File: src/hw/rtl/arut_pkg.sv
// ----------------------------------------------------------------------------
// arut_pkg
// shared types and constants of the range-affine / range-sum tree
// ----------------------------------------------------------------------------
`default_nettype none

package arut_pkg;

  // opcodes of an input transaction
  localparam logic OP_UPDATE = 1'b0;
  localparam logic OP_QUERY  = 1'b1;

  // one tree node: sum plus pending affine tag
  typedef struct packed {
    logic [63:0] sum;
    logic [63:0] mult;
    logic [63:0] add;
  } entry_t;

  localparam entry_t ENTRY_CLEAR = '{sum: 64'd0, mult: 64'd1, add: 64'd0};

  // walk frame phase
  typedef enum logic [1:0] {
    PH_ENTER = 2'd0,
    PH_RIGHT = 2'd1,
    PH_CLOSE = 2'd2
  } phase_e;

  // shared multiplier request and response
  typedef struct packed {
    logic        start;
    logic [63:0] x;
    logic [63:0] y;
  } mul_req_t;

  typedef struct packed {
    logic        done;
    logic [63:0] p;
  } mul_rsp_t;

endpackage

`default_nettype wire

File: src/hw/rtl/arut_mul.sv
// ----------------------------------------------------------------------------
// arut_mul
// 64x64 wrapping multiplier built from one 32x32 multiplier, low-low, high-low and low-high products in turn
// ----------------------------------------------------------------------------
`default_nettype none

module arut_mul (
  input  wire logic              clk_i,
  input  wire logic              rst_ni,
  input  wire arut_pkg::mul_req_t req_i,
  output arut_pkg::mul_rsp_t     rsp_o
);

  typedef enum logic [4:0] {
    MS_IDLE = 5'b00001,
    MS_LL   = 5'b00010,
    MS_HL   = 5'b00100,
    MS_LH   = 5'b01000,
    MS_LAST = 5'b10000
  } mstate_e;

  mstate_e     state_q;
  logic        done_q;
  logic [63:0] x_q, y_q;
  logic [63:0] prod_q;
  logic [63:0] acc_q;
  logic [31:0] a_op, b_op;

  // operand select for the current partial product
  always_comb begin
    a_op = (state_q == MS_HL) ? x_q[63:32] : x_q[31:0];
    b_op = (state_q == MS_LH) ? y_q[63:32] : y_q[31:0];
  end

  // step sequencer
  always_ff @(posedge clk_i or negedge rst_ni) begin
    if (!rst_ni) begin
      state_q <= MS_IDLE;
      done_q  <= 1'b0;
    end else begin
      done_q <= 1'b0;
      unique case (state_q)
        MS_IDLE: if (req_i.start) state_q <= MS_LL;
        MS_LL:   state_q <= MS_HL;
        MS_HL:   state_q <= MS_LH;
        MS_LH:   state_q <= MS_LAST;
        MS_LAST: begin
          state_q <= MS_IDLE;
          done_q  <= 1'b1;
        end
        default: state_q <= MS_IDLE;
      endcase
    end
  end

  // partial products and accumulation
  always_ff @(posedge clk_i) begin
    if (state_q == MS_IDLE && req_i.start) begin
      x_q <= req_i.x;
      y_q <= req_i.y;
    end
    prod_q <= 64'(a_op) * 64'(b_op);
    unique case (state_q)
      MS_HL:   acc_q <= prod_q;
      MS_LH:   acc_q <= acc_q + {prod_q[31:0], 32'd0};
      MS_LAST: acc_q <= acc_q + {prod_q[31:0], 32'd0};
      default: acc_q <= acc_q;
    endcase
  end

  assign rsp_o.done = done_q;
  assign rsp_o.p    = acc_q;

endmodule

`default_nettype wire

File: config.mk
export PLATFORM = sky130hd
export DESIGN_NAME = arut_mul
export DESIGN_NICKNAME = d
export VERILOG_FILES = /design/src/hw/rtl/arut_pkg.sv /design/src/hw/rtl/arut_mul.sv
export SDC_FILE = /design/constraint.sdc
export NUM_CORES = 2
export LEC_CHECK = 0
export BUFFER_PORTS_ARGS = -buffer_cell sky130_fd_sc_hd__buf_2
export CAP_MARGIN = 30
export CORE_AREA = 2 2 314 316
export DETAILED_ROUTE_END_ITERATION = 10
export DIE_AREA = 0 0 316 318
export MAX_ROUTING_LAYER = met4
export SLEW_MARGIN = 10
export SYNTH_ARGS = -nofsm -noshare
export SYNTH_HDL_FRONTEND = slang
export SYNTH_SLANG_ARGS = --single-unit
File: constraint.sdc
create_clock -name clk_i -period 30.3 [get_ports clk_i]
set_clock_uncertainty 0.2 [all_clocks]
set_input_delay 1.515 -clock clk_i [delete_from_list [all_inputs] [get_ports clk_i]]
set_output_delay 1.515 -clock clk_i [all_outputs]
set_load 0.005 [all_outputs]
==> results.md <==
- Grt ovf: 0
- Yosys cell types: 66
- Fin nets: 5936
- Max Cap Viol: 0
- Die width: 316 microns
- Worst hold path type: reg -> reg
- CP peak stage delay: 0.80 ns
- Via-to-Cell Ratio: 5.40
- Fin crit period: 10.49 ns
- CTS H-tree depth: 2
- Hold buffers post-CTS: 0
- Starting Density: 0.435
- Measured slew at the worst slew-check pin: 1.04 ns
- Number of synthesized flops with an enable pin: 192
- Async SR Flop Fraction: 0.0229
- Initial antenna violation count: 3
- Status: finished clean
- Most frequent cell after synthesis: fa_1
- Synth Instances: 4510
- DRC: 0
- DRT iter0 DRCs: 2858
- Detail Route Antenna Nets: 0
- First-pass GRT wire length: 210000 microns
- CTS root buf: clkbuf_16
- Period utilization: 0.346
- Slew headroom: 0.292
- Port Buf Inserts: 195
- Fillers: 9233
- Syn_area_per_cell: 9.40 sq um
- Reg area: 7200 sq um
- DR vias: 32.0k
- Max Root-Sink Buffers: 3
- Top_reg_cell synth: edfxtp_1
- CP Data Arrival Time: 10.82 ns
- CP startpoint kind: flip-flop
- Setup tns final: 0 ns
- Area of the multi-input gates: 31400 sq um
- #FFs+latches synth: 262
- WL final: 140000 microns
- Buffer count from post-CTS setup fixing: 0
- Worst skew pair latency: 0.60 ns
- Max Clk Rate: 95.3 MHz
- DP HPWL: 111000 microns
- Share of cells above drive strength 1: 0.0897
- Area contributors post-synth: fa_1 42%, edfxtp_1 14%, ha_1 8.7%, inv_1 7.7%, nand2_1 6.3%
- Worst path most repeated cell: fa_1
- CTS tree: built
- Met2 Track Usage GR: 0.442
- I/O pin count: 196
- Placer congestion estimate: 0.984
- Worst path slowest cell: mux2i_2
- Grt met3 use: 0.0641
- RSZ-0062 raised after global routing: false
- Die Y: 318 microns
- Grt peak-use layer: met2
- Cts repair resizes: 0
- Die area: 100000 sq um
- CP Max Fanout: 36
- Drt first pass iters: 5
- Critical path class: reg -> reg
- Area leader, netlist: fa_1
- Num CTS Buffers: 35
- Sink Count: 262
- Vias in the first global route: 33.5k
- Crit path capture type: flip-flop
- Core area: 97400 sq um
- Synth top area share: 0.424
- Commonest cells post-synth: 897 x fa_1, 875 x inv_1, 710 x nand2_1
- Syn. warnings: 0
- Worst endpoint required time: 30.63 ns
- Mapped Nets: 5832
- Largest net degree at the start of global routing: 96
- Drt wl/cell: 23.6 microns
- Setup violations, final: 0
- Final Max Tran Viols: 0
- Clk pin slew, worst setup/hold paths: 0.06 ns
- Rows: 115
- Endpoints failing hold: 0
- GRT Total Usage: 0.292
- Met1 Use GR: 0.380
- Post-synthesis sequential area ratio: 0.170
- Synthesized area: 42400 sq um
- N_diodes: 0
- Area grow syn2layout: 9.59%
==> worst paths after layout <==
| kind | start | end | slack [ns] | cells past startpoint |
|---|---|---|---|---|
| min reg2reg | prod_q[37] | acc_q[37] | 0.31 | 2 |
| min | prod_q[37] | acc_q[37] | 0.31 | 2 |
| min in group asynchronous | rst_ni | state_q[1] | 0.55 | 1 |
| max in group asynchronous | rst_ni | state_q[0] | 29.14 | 1 |
| max reg2reg | state_q[0] | prod_q[62] | 19.81 | 30 |
| max | state_q[0] | prod_q[62] | 19.81 | 30 |
==> layout make-up <==
type	instances	share of cell area
clock buffers	40	0.0211
clock inverters	23	0.00514
inverters	875	0.0707
multi-input cells	3157	0.676
flip-flops and latches	262	0.155
well taps	1287	0.0347
repair buffers	283	0.0379
==> cells in the final DEF, fill, tap and decap left out, types with 17 or more instances in the layout <==
cell,instances
inv_1,874
mux2i_2,33
a21o_1,60
xnor2_1,58
buf_2,195
clkbuf_16,38
dfxtp_1,64
nand2_1,707
nor2_1,624
a21oi_1,101
nand4_1,25
nand3_1,17
o21ai_0,72
xor2_1,34
edfxtp_1,192
ha_1,294
mux2i_1,17
fa_1,897
and2_1,35
buf_4,78
==> flip-flops by register name, indices dropped and copies added (netlist names) <==
signal and flops:
state_q 5, acc_q 64, done_q 1, x_q 64, prod_q 64, y_q 64
==> worst max-delay path: cells and delay by family (launching register included) <==
family	cells	cell delay, ns
AND/OR/NAND/NOR	5	0.96
adder cells (fa/ha/maj)	9	4.45
AO/OA/AOI/OAI	7	1.38
XOR/XNOR	1	0.14
buffers and inverters	7	1.85
flip-flops	1	0.55
multiplexers	1	0.80
==> kinds of logic after synthesis <==
kind of cell	share of synthesized area
and+or+nand+nor	0.140
adders and majority gates	0.510
DFF	0.170
AOI/OAI and AO/OA	0.0487
buffers and inverters	0.0971
xor gates and xnor gates	0.0190
muxes	0.0154
==> through the flow <==
| stage | setup WS [ns] | utilization | cell area [sq um] | std cells | hold slack (ns) |
|---|---|---|---|---|---|
| final | 19.81 | 0.477 | 46500 | 5927 | 0.312 |
| after global routing | 19.37 | 0.477 | 46500 | 5927 | 0.350 |
| after CTS | 19.92 | 0.476 | 46400 | 5923 | 0.309 |
| after detailed placement | 19.93 | 0.464 | 45200 | 5860 | 0.294 |
| after global placement | 20.03 | 0.462 | 45000 | 5853 | 0.294 |
| after floorplan | 15.50 | - | 42400 | 4510 | 0.278 |
==> layer usage <==
layer	part of all wire	vias to the layer above
met5	0	-
met4	0.053	0
met3	0.095	287
met2	0.45	1493
met1	0.40	16398
li1	-	13815
Power is not shown: default switching activity piles up to over one toggle a cycle in this logic, so the estimate is an artifact.
