[config.mk]
export PLATFORM = sky130hd
export DESIGN_NAME = arut_ctrl
export DESIGN_NICKNAME = d
export VERILOG_FILES = /design/src/hw/rtl/arut_pkg.sv /design/src/hw/rtl/arut_ctrl.sv
export SDC_FILE = /design/constraint.sdc
export NUM_CORES = 2
export LEC_CHECK = 0
export BUFFER_PORTS_ARGS = -buffer_cell sky130_fd_sc_hd__buf_2
export CAP_MARGIN = 20
export CELL_PAD_IN_SITES_DETAIL_PLACEMENT = 1
export CELL_PAD_IN_SITES_GLOBAL_PLACEMENT = 1
export CORE_ASPECT_RATIO = 1.5
export CORE_UTILIZATION = 51
export CTS_BUF_LIST = sky130_fd_sc_hd__clkbuf_16
export DETAILED_ROUTE_END_ITERATION = 6
export PLACE_DENSITY_LB_ADDON = 0.1
export SYNTH_ARGS = -nofsm -noshare
export SYNTH_HDL_FRONTEND = slang
export SYNTH_SLANG_ARGS = --single-unit
[constraint.sdc]
create_clock -name clk_i -period 23.2 [get_ports clk_i]
set_input_delay 3.48 -clock clk_i [delete_from_list [all_inputs] [get_ports clk_i]]
set_output_delay 3.48 -clock clk_i [all_outputs]
set_load 0.01 [all_outputs]
[src/hw/rtl/arut_pkg.sv]
// ----------------------------------------------------------------------------
// arut_pkg
// shared types and constants of the range-affine / range-sum tree
// ----------------------------------------------------------------------------
`default_nettype none

package arut_pkg;

  // opcodes of an input transaction
  localparam logic OP_UPDATE = 1'b0;
  localparam logic OP_QUERY  = 1'b1;

  // one tree node: sum plus pending affine tag
  typedef struct packed {
    logic [63:0] sum;
    logic [63:0] mult;
    logic [63:0] add;
  } entry_t;

  localparam entry_t ENTRY_CLEAR = '{sum: 64'd0, mult: 64'd1, add: 64'd0};

  // walk frame phase
  typedef enum logic [1:0] {
    PH_ENTER = 2'd0,
    PH_RIGHT = 2'd1,
    PH_CLOSE = 2'd2
  } phase_e;

  // shared multiplier request and response
  typedef struct packed {
    logic        start;
    logic [63:0] x;
    logic [63:0] y;
  } mul_req_t;

  typedef struct packed {
    logic        done;
    logic [63:0] p;
  } mul_rsp_t;

endpackage

`default_nettype wire

[src/hw/rtl/arut_ctrl.sv]
// ----------------------------------------------------------------------------
// arut_ctrl
// walk sequencer: frame stack, node refresh, tag push-down and sum rebuild
// ----------------------------------------------------------------------------
`default_nettype none

module arut_ctrl #(
  parameter  int unsigned MaxElements = 1024,
  localparam int unsigned NodeCnt     = 4 * MaxElements,
  localparam int unsigned NodeAw      = $clog2(NodeCnt)
) (
  input  wire logic                clk_i,
  input  wire logic                rst_ni,
  input  wire logic                cfg_we_i,
  input  wire logic [10:0]         cfg_wdata_i,
  input  wire logic                in_valid_i,
  output logic                     in_ready_o,
  input  wire logic                opcode_i,
  input  wire logic [9:0]          left_index_i,
  input  wire logic [9:0]          right_index_i,
  input  wire logic [63:0]         mult_factor_i,
  input  wire logic [63:0]         add_term_i,
  output logic                     out_valid_o,
  input  wire logic                out_ready_i,
  output logic [63:0]              out_sum_o,
  output logic                     mem_we_o,
  output logic [NodeAw-1:0]        mem_addr_o,
  output arut_pkg::entry_t         mem_wdata_o,
  input  wire arut_pkg::entry_t    mem_rdata_i,
  output arut_pkg::mul_req_t       mul_req_o,
  input  wire arut_pkg::mul_rsp_t  mul_rsp_i
);

  localparam int unsigned IdxW     = $clog2(MaxElements);
  localparam int unsigned SzW      = $clog2(MaxElements + 1);
  localparam int unsigned StkAw    = $clog2($clog2(MaxElements) + 2);
  localparam int unsigned StkDepth = 2 ** StkAw;
  localparam int unsigned SizeRst  = (MaxElements < 1024) ? MaxElements : 1024;

  typedef struct packed {
    logic [NodeAw-1:0]  node;
    logic [IdxW-1:0]    lo;
    logic [IdxW-1:0]    hi;
    arut_pkg::phase_e   phase;
  } frame_t;

  typedef enum logic [15:0] {
    ST_CLR     = 16'h0001,
    ST_IDLE    = 16'h0002,
    ST_TOP     = 16'h0004,
    ST_RD_NODE = 16'h0008,
    ST_APPLY   = 16'h0010,
    ST_DECIDE  = 16'h0020,
    ST_CH_RD   = 16'h0040,
    ST_CH_GET  = 16'h0080,
    ST_CH_A    = 16'h0100,
    ST_CH_M    = 16'h0200,
    ST_ND_S    = 16'h0400,
    ST_ND_A    = 16'h0800,
    ST_ND_W    = 16'h1000,
    ST_MWAIT   = 16'h2000,
    ST_P2_L    = 16'h4000,
    ST_P2_R    = 16'h8000
  } state_e;

  state_e             state_q, state_d;
  state_e             mul_next_q;
  logic [StkAw:0]     sp_q;
  frame_t             stk_q [StkDepth];
  logic [NodeAw-1:0]  clr_q;
  logic [SzW-1:0]     size_q;
  logic               out_valid_q;
  logic [63:0]        out_sum_q;
  logic               is_query_q;
  logic [9:0]         ql_q, qr_q;
  logic [63:0]        m_q, a_q, acc_q;
  logic [63:0]        nd_sum_q, tm_q, ta_q;
  logic [63:0]        ch_sum_q, ch_mult_q, ch_add_q, tmp_q;
  logic               ch_sel_q;
  logic               ret_pop_q;

  logic [StkAw-1:0]   top_idx;
  logic [StkAw-1:0]   push_idx;
  frame_t             top_f;
  logic [IdxW:0]      mid_w;
  logic [IdxW-1:0]    mid;
  logic [IdxW:0]      len;
  logic [NodeAw-1:0]  lc, rc, ch_addr;
  logic               covered, disjoint, is_leaf, is_ident;
  logic               in_acc, fin_ok;
  logic [31:0]        cfg_ext, size_clamp;

  // top frame and its derived ranges
  always_comb begin
    top_idx  = StkAw'(sp_q - 1'b1);
    push_idx = sp_q[StkAw-1:0];
    top_f    = stk_q[top_idx];
    mid_w    = ({1'b0, top_f.lo} + {1'b0, top_f.hi}) >> 1;
    mid      = mid_w[IdxW-1:0];
    len      = {1'b0, top_f.hi} - {1'b0, top_f.lo} + 1'b1;
    lc       = NodeAw'({top_f.node, 1'b0}) + NodeAw'(1);
    rc       = NodeAw'({top_f.node, 1'b0}) + NodeAw'(2);
    ch_addr  = ch_sel_q ? rc : lc;
    covered  = (32'(ql_q) <= 32'(top_f.lo)) && (32'(top_f.hi) <= 32'(qr_q));
    disjoint = (32'(ql_q) > 32'(top_f.hi)) || (32'(top_f.lo) > 32'(qr_q));
    is_leaf  = (top_f.lo == top_f.hi);
    is_ident = (mem_rdata_i.mult == 64'd1) && (mem_rdata_i.add == 64'd0);
    in_acc   = in_valid_i && in_ready_o;
    fin_ok   = !out_valid_q || out_ready_i;
  end

  // size register clamp
  always_comb begin
    cfg_ext = 32'(cfg_wdata_i);
    if (cfg_ext == 32'd0) begin
      size_clamp = 32'd1;
    end else if (cfg_ext > MaxElements) begin
      size_clamp = MaxElements;
    end else begin
      size_clamp = cfg_ext;
    end
  end

  // next state
  always_comb begin
    state_d = state_q;
    unique case (state_q)
      ST_CLR:     if (clr_q == NodeAw'(NodeCnt - 1)) state_d = ST_IDLE;
      ST_IDLE:    if (in_acc) state_d = ST_TOP;
      ST_TOP: begin
        if (sp_q == '0) begin
          if (!is_query_q || fin_ok) state_d = ST_IDLE;
        end else begin
          unique case (top_f.phase)
            arut_pkg::PH_ENTER: state_d = ST_RD_NODE;
            arut_pkg::PH_RIGHT: state_d = ST_TOP;
            arut_pkg::PH_CLOSE: state_d = is_query_q ? ST_TOP : ST_P2_L;
            default:            state_d = ST_TOP;
          endcase
        end
      end
      ST_RD_NODE: state_d = is_ident ? ST_DECIDE : ST_APPLY;
      ST_APPLY:   state_d = is_leaf ? ST_ND_S : ST_CH_RD;
      ST_DECIDE:  state_d = (covered && !is_query_q) ? ST_APPLY : ST_TOP;
      ST_CH_RD:   state_d = ST_CH_GET;
      ST_CH_GET:  state_d = ST_MWAIT;
      ST_CH_A:    state_d = ST_MWAIT;
      ST_CH_M:    state_d = ch_sel_q ? ST_ND_S : ST_CH_RD;
      ST_ND_S:    state_d = ST_MWAIT;
      ST_ND_A:    state_d = ST_MWAIT;
      ST_ND_W:    state_d = ret_pop_q ? ST_TOP : ST_DECIDE;
      ST_MWAIT:   if (mul_rsp_i.done) state_d = mul_next_q;
      ST_P2_L:    state_d = ST_P2_R;
      ST_P2_R:    state_d = ST_TOP;
      default:    state_d = ST_IDLE;
    endcase
    if (cfg_we_i) state_d = ST_CLR;
  end

  // node store port
  always_comb begin
    mem_we_o    = 1'b0;
    mem_addr_o  = top_f.node;
    mem_wdata_o = arut_pkg::ENTRY_CLEAR;
    unique case (state_q)
      ST_CLR: begin
        mem_we_o   = 1'b1;
        mem_addr_o = clr_q;
      end
      ST_TOP:   if (top_f.phase == arut_pkg::PH_CLOSE) mem_addr_o = lc;
      ST_CH_RD: mem_addr_o = ch_addr;
      ST_CH_M: begin
        mem_we_o    = 1'b1;
        mem_addr_o  = ch_addr;
        mem_wdata_o = '{sum: ch_sum_q, mult: mul_rsp_i.p, add: ch_add_q};
      end
      ST_ND_W: begin
        mem_we_o        = 1'b1;
        mem_wdata_o.sum = tmp_q + mul_rsp_i.p;
      end
      ST_P2_L:  mem_addr_o = rc;
      ST_P2_R: begin
        mem_we_o        = 1'b1;
        mem_wdata_o.sum = tmp_q + mem_rdata_i.sum;
      end
      default: ;
    endcase
  end

  // multiplier requests
  always_comb begin
    mul_req_o = '{start: 1'b0, x: tm_q, y: tm_q};
    unique case (state_q)
      ST_CH_GET: mul_req_o = '{start: 1'b1, x: mem_rdata_i.add, y: tm_q};
      ST_CH_A:   mul_req_o = '{start: 1'b1, x: ch_mult_q, y: tm_q};
      ST_ND_S:   mul_req_o = '{start: 1'b1, x: nd_sum_q, y: tm_q};
      ST_ND_A:   mul_req_o = '{start: 1'b1, x: ta_q, y: 64'(len)};
      default: ;
    endcase
  end

  // control registers
  always_ff @(posedge clk_i or negedge rst_ni) begin
    if (!rst_ni) begin
      state_q     <= ST_CLR;
      clr_q       <= '0;
      size_q      <= SzW'(SizeRst);
      sp_q        <= '0;
      out_valid_q <= 1'b0;
      mul_next_q  <= ST_IDLE;
    end else begin
      state_q <= state_d;
      if (out_valid_q && out_ready_i) out_valid_q <= 1'b0;
      unique case (state_q)
        ST_CLR:   clr_q <= clr_q + 1'b1;
        ST_IDLE:  if (in_acc) sp_q <= (StkAw + 1)'(1);
        ST_TOP: begin
          if (sp_q == '0) begin
            if (is_query_q && fin_ok) out_valid_q <= 1'b1;
          end else if (top_f.phase == arut_pkg::PH_RIGHT) begin
            sp_q <= sp_q + 1'b1;
          end else if (top_f.phase == arut_pkg::PH_CLOSE && is_query_q) begin
            sp_q <= sp_q - 1'b1;
          end
        end
        ST_DECIDE: begin
          if (covered) begin
            if (is_query_q) sp_q <= sp_q - 1'b1;
          end else if (disjoint || is_leaf) begin
            sp_q <= sp_q - 1'b1;
          end else begin
            sp_q <= sp_q + 1'b1;
          end
        end
        ST_CH_GET: mul_next_q <= ST_CH_A;
        ST_CH_A:   mul_next_q <= ST_CH_M;
        ST_ND_S:   mul_next_q <= ST_ND_A;
        ST_ND_A:   mul_next_q <= ST_ND_W;
        ST_ND_W:   if (ret_pop_q) sp_q <= sp_q - 1'b1;
        ST_P2_R:   sp_q <= sp_q - 1'b1;
        default: ;
      endcase
      if (cfg_we_i) begin
        size_q <= SzW'(size_clamp);
        clr_q  <= '0;
      end
    end
  end

  // walk datapath and frame stack
  always_ff @(posedge clk_i) begin
    unique case (state_q)
      ST_IDLE: begin
        if (in_acc) begin
          is_query_q <= (opcode_i == arut_pkg::OP_QUERY);
          ql_q       <= left_index_i;
          qr_q       <= right_index_i;
          m_q        <= mult_factor_i;
          a_q        <= add_term_i;
          acc_q      <= 64'd0;
          stk_q[0]   <= '{node: '0, lo: '0, hi: IdxW'(size_q - 1'b1),
                          phase: arut_pkg::PH_ENTER};
        end
      end
      ST_TOP: begin
        if (sp_q == '0) begin
          if (is_query_q && fin_ok) out_sum_q <= acc_q;
        end else if (top_f.phase == arut_pkg::PH_RIGHT) begin
          stk_q[top_idx].phase <= arut_pkg::PH_CLOSE;
          stk_q[push_idx] <= '{node: rc, lo: mid + 1'b1, hi: top_f.hi,
                                phase: arut_pkg::PH_ENTER};
        end
      end
      ST_RD_NODE: begin
        nd_sum_q  <= mem_rdata_i.sum;
        tm_q      <= mem_rdata_i.mult;
        ta_q      <= mem_rdata_i.add;
        ret_pop_q <= 1'b0;
      end
      ST_APPLY: ch_sel_q <= 1'b0;
      ST_DECIDE: begin
        if (covered) begin
          if (is_query_q) begin
            acc_q <= acc_q + nd_sum_q;
          end else begin
            tm_q      <= m_q;
            ta_q      <= a_q;
            ret_pop_q <= 1'b1;
          end
        end else if (!(disjoint || is_leaf)) begin
          stk_q[top_idx].phase <= arut_pkg::PH_RIGHT;
          stk_q[push_idx] <= '{node: lc, lo: top_f.lo, hi: mid,
                                phase: arut_pkg::PH_ENTER};
        end
      end
      ST_CH_GET: begin
        ch_sum_q  <= mem_rdata_i.sum;
        ch_mult_q <= mem_rdata_i.mult;
      end
      ST_CH_A:  ch_add_q <= mul_rsp_i.p + ta_q;
      ST_CH_M:  ch_sel_q <= 1'b1;
      ST_ND_A:  tmp_q <= mul_rsp_i.p;
      ST_ND_W:  nd_sum_q <= tmp_q + mul_rsp_i.p;
      ST_P2_L:  tmp_q <= mem_rdata_i.sum;
      default: ;
    endcase
  end

  assign in_ready_o  = (state_q == ST_IDLE);
  assign out_valid_o = out_valid_q;
  assign out_sum_o   = out_sum_q;

endmodule

`default_nettype wire

==> impl_metrics.ini <==
[status]
status = complete, but fails checks
violations = design-rule violations

[grt]
first_global_vias = 64640
grt_max_degree = 132
grt_usage_pct = 44.36
gr-total-overflow = 0
antenna_found_initial = 70
grt_pass1_wl_um = 459300

[place]
gp_congestion = 1.022
place_inst = 9152
placed_area_um2 = 79000
port_buffers = 821
hpwl_um = 239900

[logic_synthesis]
synth-edff-count = 1239
ys_ff_latch = 1320
syn_area_per_cell_um2 = 10.85
ys_types = 101
synthFlopType = edfxtp_1
async_flop_share_pct = 3.712
syn_area_um2 = 73060
yosys_warnings = 0
synth_nets = 7494
synthesis.instances = 6736
ys_seq_area_share_pct = 53.48

[routing]
drt-pass1-iter-count = 7
wirelength_um = 327600
wl_per_cell_um = 34.67
antenna_left = 0
drcViolationCount = 20
route.vias.total = 63250
dr.first_iter.drc_count = 7543
vias_per_cell = 6.694

[clock_tree]
clk_pin_slew_worst_paths_ns = 0.07
cts_buffers = 136
htree_levels = 4
ctsRootBufferMaster = clkbuf_16
cts_tree = done
cts_hold_buf = 0
cts_buffer_depth = 3
postCtsSetupBuffers = 0
cts_resized = 0
cts_sinks = 1320
clock_latency_ns = 0.81

[floorplan]
die_h_um = 465.6
die_w_um = 311.0
rows = 169
ioPinCount = 822
initial_utilization_pct = 51.57
dieArea_um2 = 144800
core_area_um2 = 141700

[timing]
drv_slew = 0
period_share_pct = 50.75
period_needed_ns = 11.77
finalHoldViolations = 0
worst_pin_slew_ns = 1.281
fin_skew_ns = 0.04182
setup_tns_ns = 0
fmax_mhz = 84.94
slew-limit-headroom_pct = 14.61
rsz0062_at_grt = no
finalSetupViolations = 0

[final_layout]
finalNetCount = 8176
final_cells = 9448
final_area_um2 = 83400
largest_register = stk_q
largest_register_ff_count = 544
syn_to_final_growth_pct = 14.15
fillCellCount = 15150
drive_above_1_share_pct = 18.57

[min_path]
hold-path-cell-count = 0
hp-class = register to register

[setup_path]
worst_r2r_path_depth = 24
worstSetupPathType = input pin to output pin
cp_max_fo = 4
path_cells = buf_2, ha_1, inv_1, fa_1, nand2b_1, a21oi_1, o21ai_1, a211oi_1, a211o_1, a21oi_1, o41ai_1, a41oi_1, or3_1, a21oi_1, a221o_1, buf_2
rrSetupSlack_ns = 12.73
cp-end-kind = output pin
worstPathArrival_ns = 8.29
slowest_stage = o41ai_1
timing.critical_path.mode_cell = a21oi_1
slowest_delay_ns = 0.83
start_kind = input pin
cp_data_required_time_ns = 19.72

[pwr]
p_comb_share_pct = 17.8
switching_share_pct = 29.60
p_switching_mw = 1.728
p_per_area_nw_per_um2 = 70.02
seq_power_share_pct = 44.9
internal_power_mw = 4.111
max-vdd-ir-drop_mv = 0.07850
p_leak_nw = 33.84
pwr-share-clk_pct = 37.2
p_total_mw = 5.839

[run]
drv_cap = 0
stage by stage:
step / utilization [%] / setup WS [ns] / hold slack (ns)
finish: 58.87 / 11.43 / 0.4557
global route: 58.81 / 11.14 / 0.4824
CTS: 58.74 / 11.56 / 0.4593
detailed placement: 55.77 / 11.59 / 0.4444
global placement: 55.72 / 11.67 / 0.4383
floorplan: - / 13.29 / 0.4170
routing by layer:
metal / wire, um / track usage (%) / part of all wire (%)
met4: 31030 / 35.99 / 9.5
met2: 155300 / 72.85 / 47
met1: 108000 / 49.11 / 33
met3: 33040 / 10.76 / 10
met5: 203 / 0 / 0.062
synth_stat cells (13+ instances only):
master / n / area [um^2]
a211oi_1: 26 / 195.2
a21boi_0: 14 / 105.1
a21o_1: 174 / 1306
a21oi_1: 354 / 1772
a221o_1: 17 / 170.2
a221oi_1: 15 / 131.4
a222oi_1: 66 / 660.6
a22o_1: 13 / 113.9
a22oi_1: 31 / 232.7
a31oi_1: 93 / 581.8
and2_1: 215 / 1345
and3_1: 35 / 219.0
buf_2: 51 / 255.2
buf_6: 13 / 146.4
clkbuf_1: 319 / 1197
dfrtp_1: 47 / 1176
dfxtp_1: 32 / 640.6
edfxtp_1: 1239 / 37210
ha_1: 330 / 4129
inv_1: 136 / 510.5
mux4_2: 153 / 3446
nand2_1: 1154 / 4332
nand2b_1: 25 / 156.4
nand3_1: 99 / 495.5
nand4_1: 79 / 494.2
nand4b_1: 15 / 131.4
nor2_1: 704 / 2643
nor2b_1: 48 / 300.3
nor3_1: 55 / 275.3
nor4_1: 51 / 319.1
o211ai_1: 37 / 277.8
o21a_1: 42 / 315.3
o21ai_0: 407 / 2037
o21ai_1: 18 / 90.09
o21bai_1: 58 / 435.4
o31ai_1: 24 / 180.2
or3_1: 19 / 118.9
xnor2_1: 168 / 1471
xor2_1: 118 / 1033
placed cells by master, fill, tap and decap left out, types with 149 or more instances in the layout:
| master | count |
|---|---|
| a21o_1 | 174 |
| a21oi_1 | 354 |
| and2_1 | 215 |
| buf_2 | 822 |
| edfxtp_1 | 1239 |
| ha_1 | 329 |
| inv_1 | 149 |
| mux4_2 | 153 |
| nand2_1 | 1151 |
| nor2_1 | 703 |
| o21ai_0 | 407 |
| xnor2_1 | 167 |
critical path, delay by kind of cell:
kind | cells | cell delay [ns]
AOI/OAI and AO/OA | 9 | 3.18
and+or+nand+nor | 2 | 0.59
adders and majority gates | 2 | 0.59
buffers and inverters | 3 | 0.43
logic make-up (layout without fill, tap and decap cells):
family	count (synthesis)	after routing	share of synthesized area, %
mux	174	174	5.175
flops	1320	1320	53.48
other cells	0	44	0
compound gates	1510	1510	13.28
simple gates	2570	2570	15.66
buf+inv	535	1322	3.028
fa+ha+maj	336	336	5.816
xor+xnor	291	291	3.555
power by group through the flow:
stage | logic (mW) | registers (mW) | clock network (mW)
final | 1.04 | 2.62 | 2.17
after global routing | 1.09 | 2.62 | 2.25
after CTS | 1.00 | 2.62 | 2.17
after detailed placement | 0.988 | 2.67 | 0
after global placement | 0.948 | 2.67 | 0
after floorplan | 0.629 | 2.67 | 0
worst paths after layout:
| path | from | end |
|---|---|---|
| max in group asynchronous | rst_ni | sp_q[0]$_DFFE_PN0P_ |
| setup / recovery | mul_rsp_i[0] | mem_wdata_o[190] |
| setup reg to reg | sp_q[0]$_DFFE_PN0P_ | stk_q[12][0]$_SDFFE_PP0P_ |
| hold / removal | acc_q[10]$_SDFFCE_PN0P_ | out_sum_o[10]$_DFFE_PP_ |
| hold reg to reg | acc_q[10]$_SDFFCE_PN0P_ | out_sum_o[10]$_DFFE_PP_ |
| min in group asynchronous | rst_ni | clr_q[5]$_DFFE_PN0P_ |
final cells by class:
type	count	area (um^2)	share of cell area, %
flip-flops and latches	1320	39080	46.86
multi-input cells	4881	32050	38.43
repair buffers	941	5049	6.054
clock buffers	139	3478	4.171
well taps	1881	2354	2.822
clock inverters	104	739.5	0.8867
inverters	138	538.0	0.6451
diodes	44	110.1	0.1320
Power figures use the tool's default switching activity.
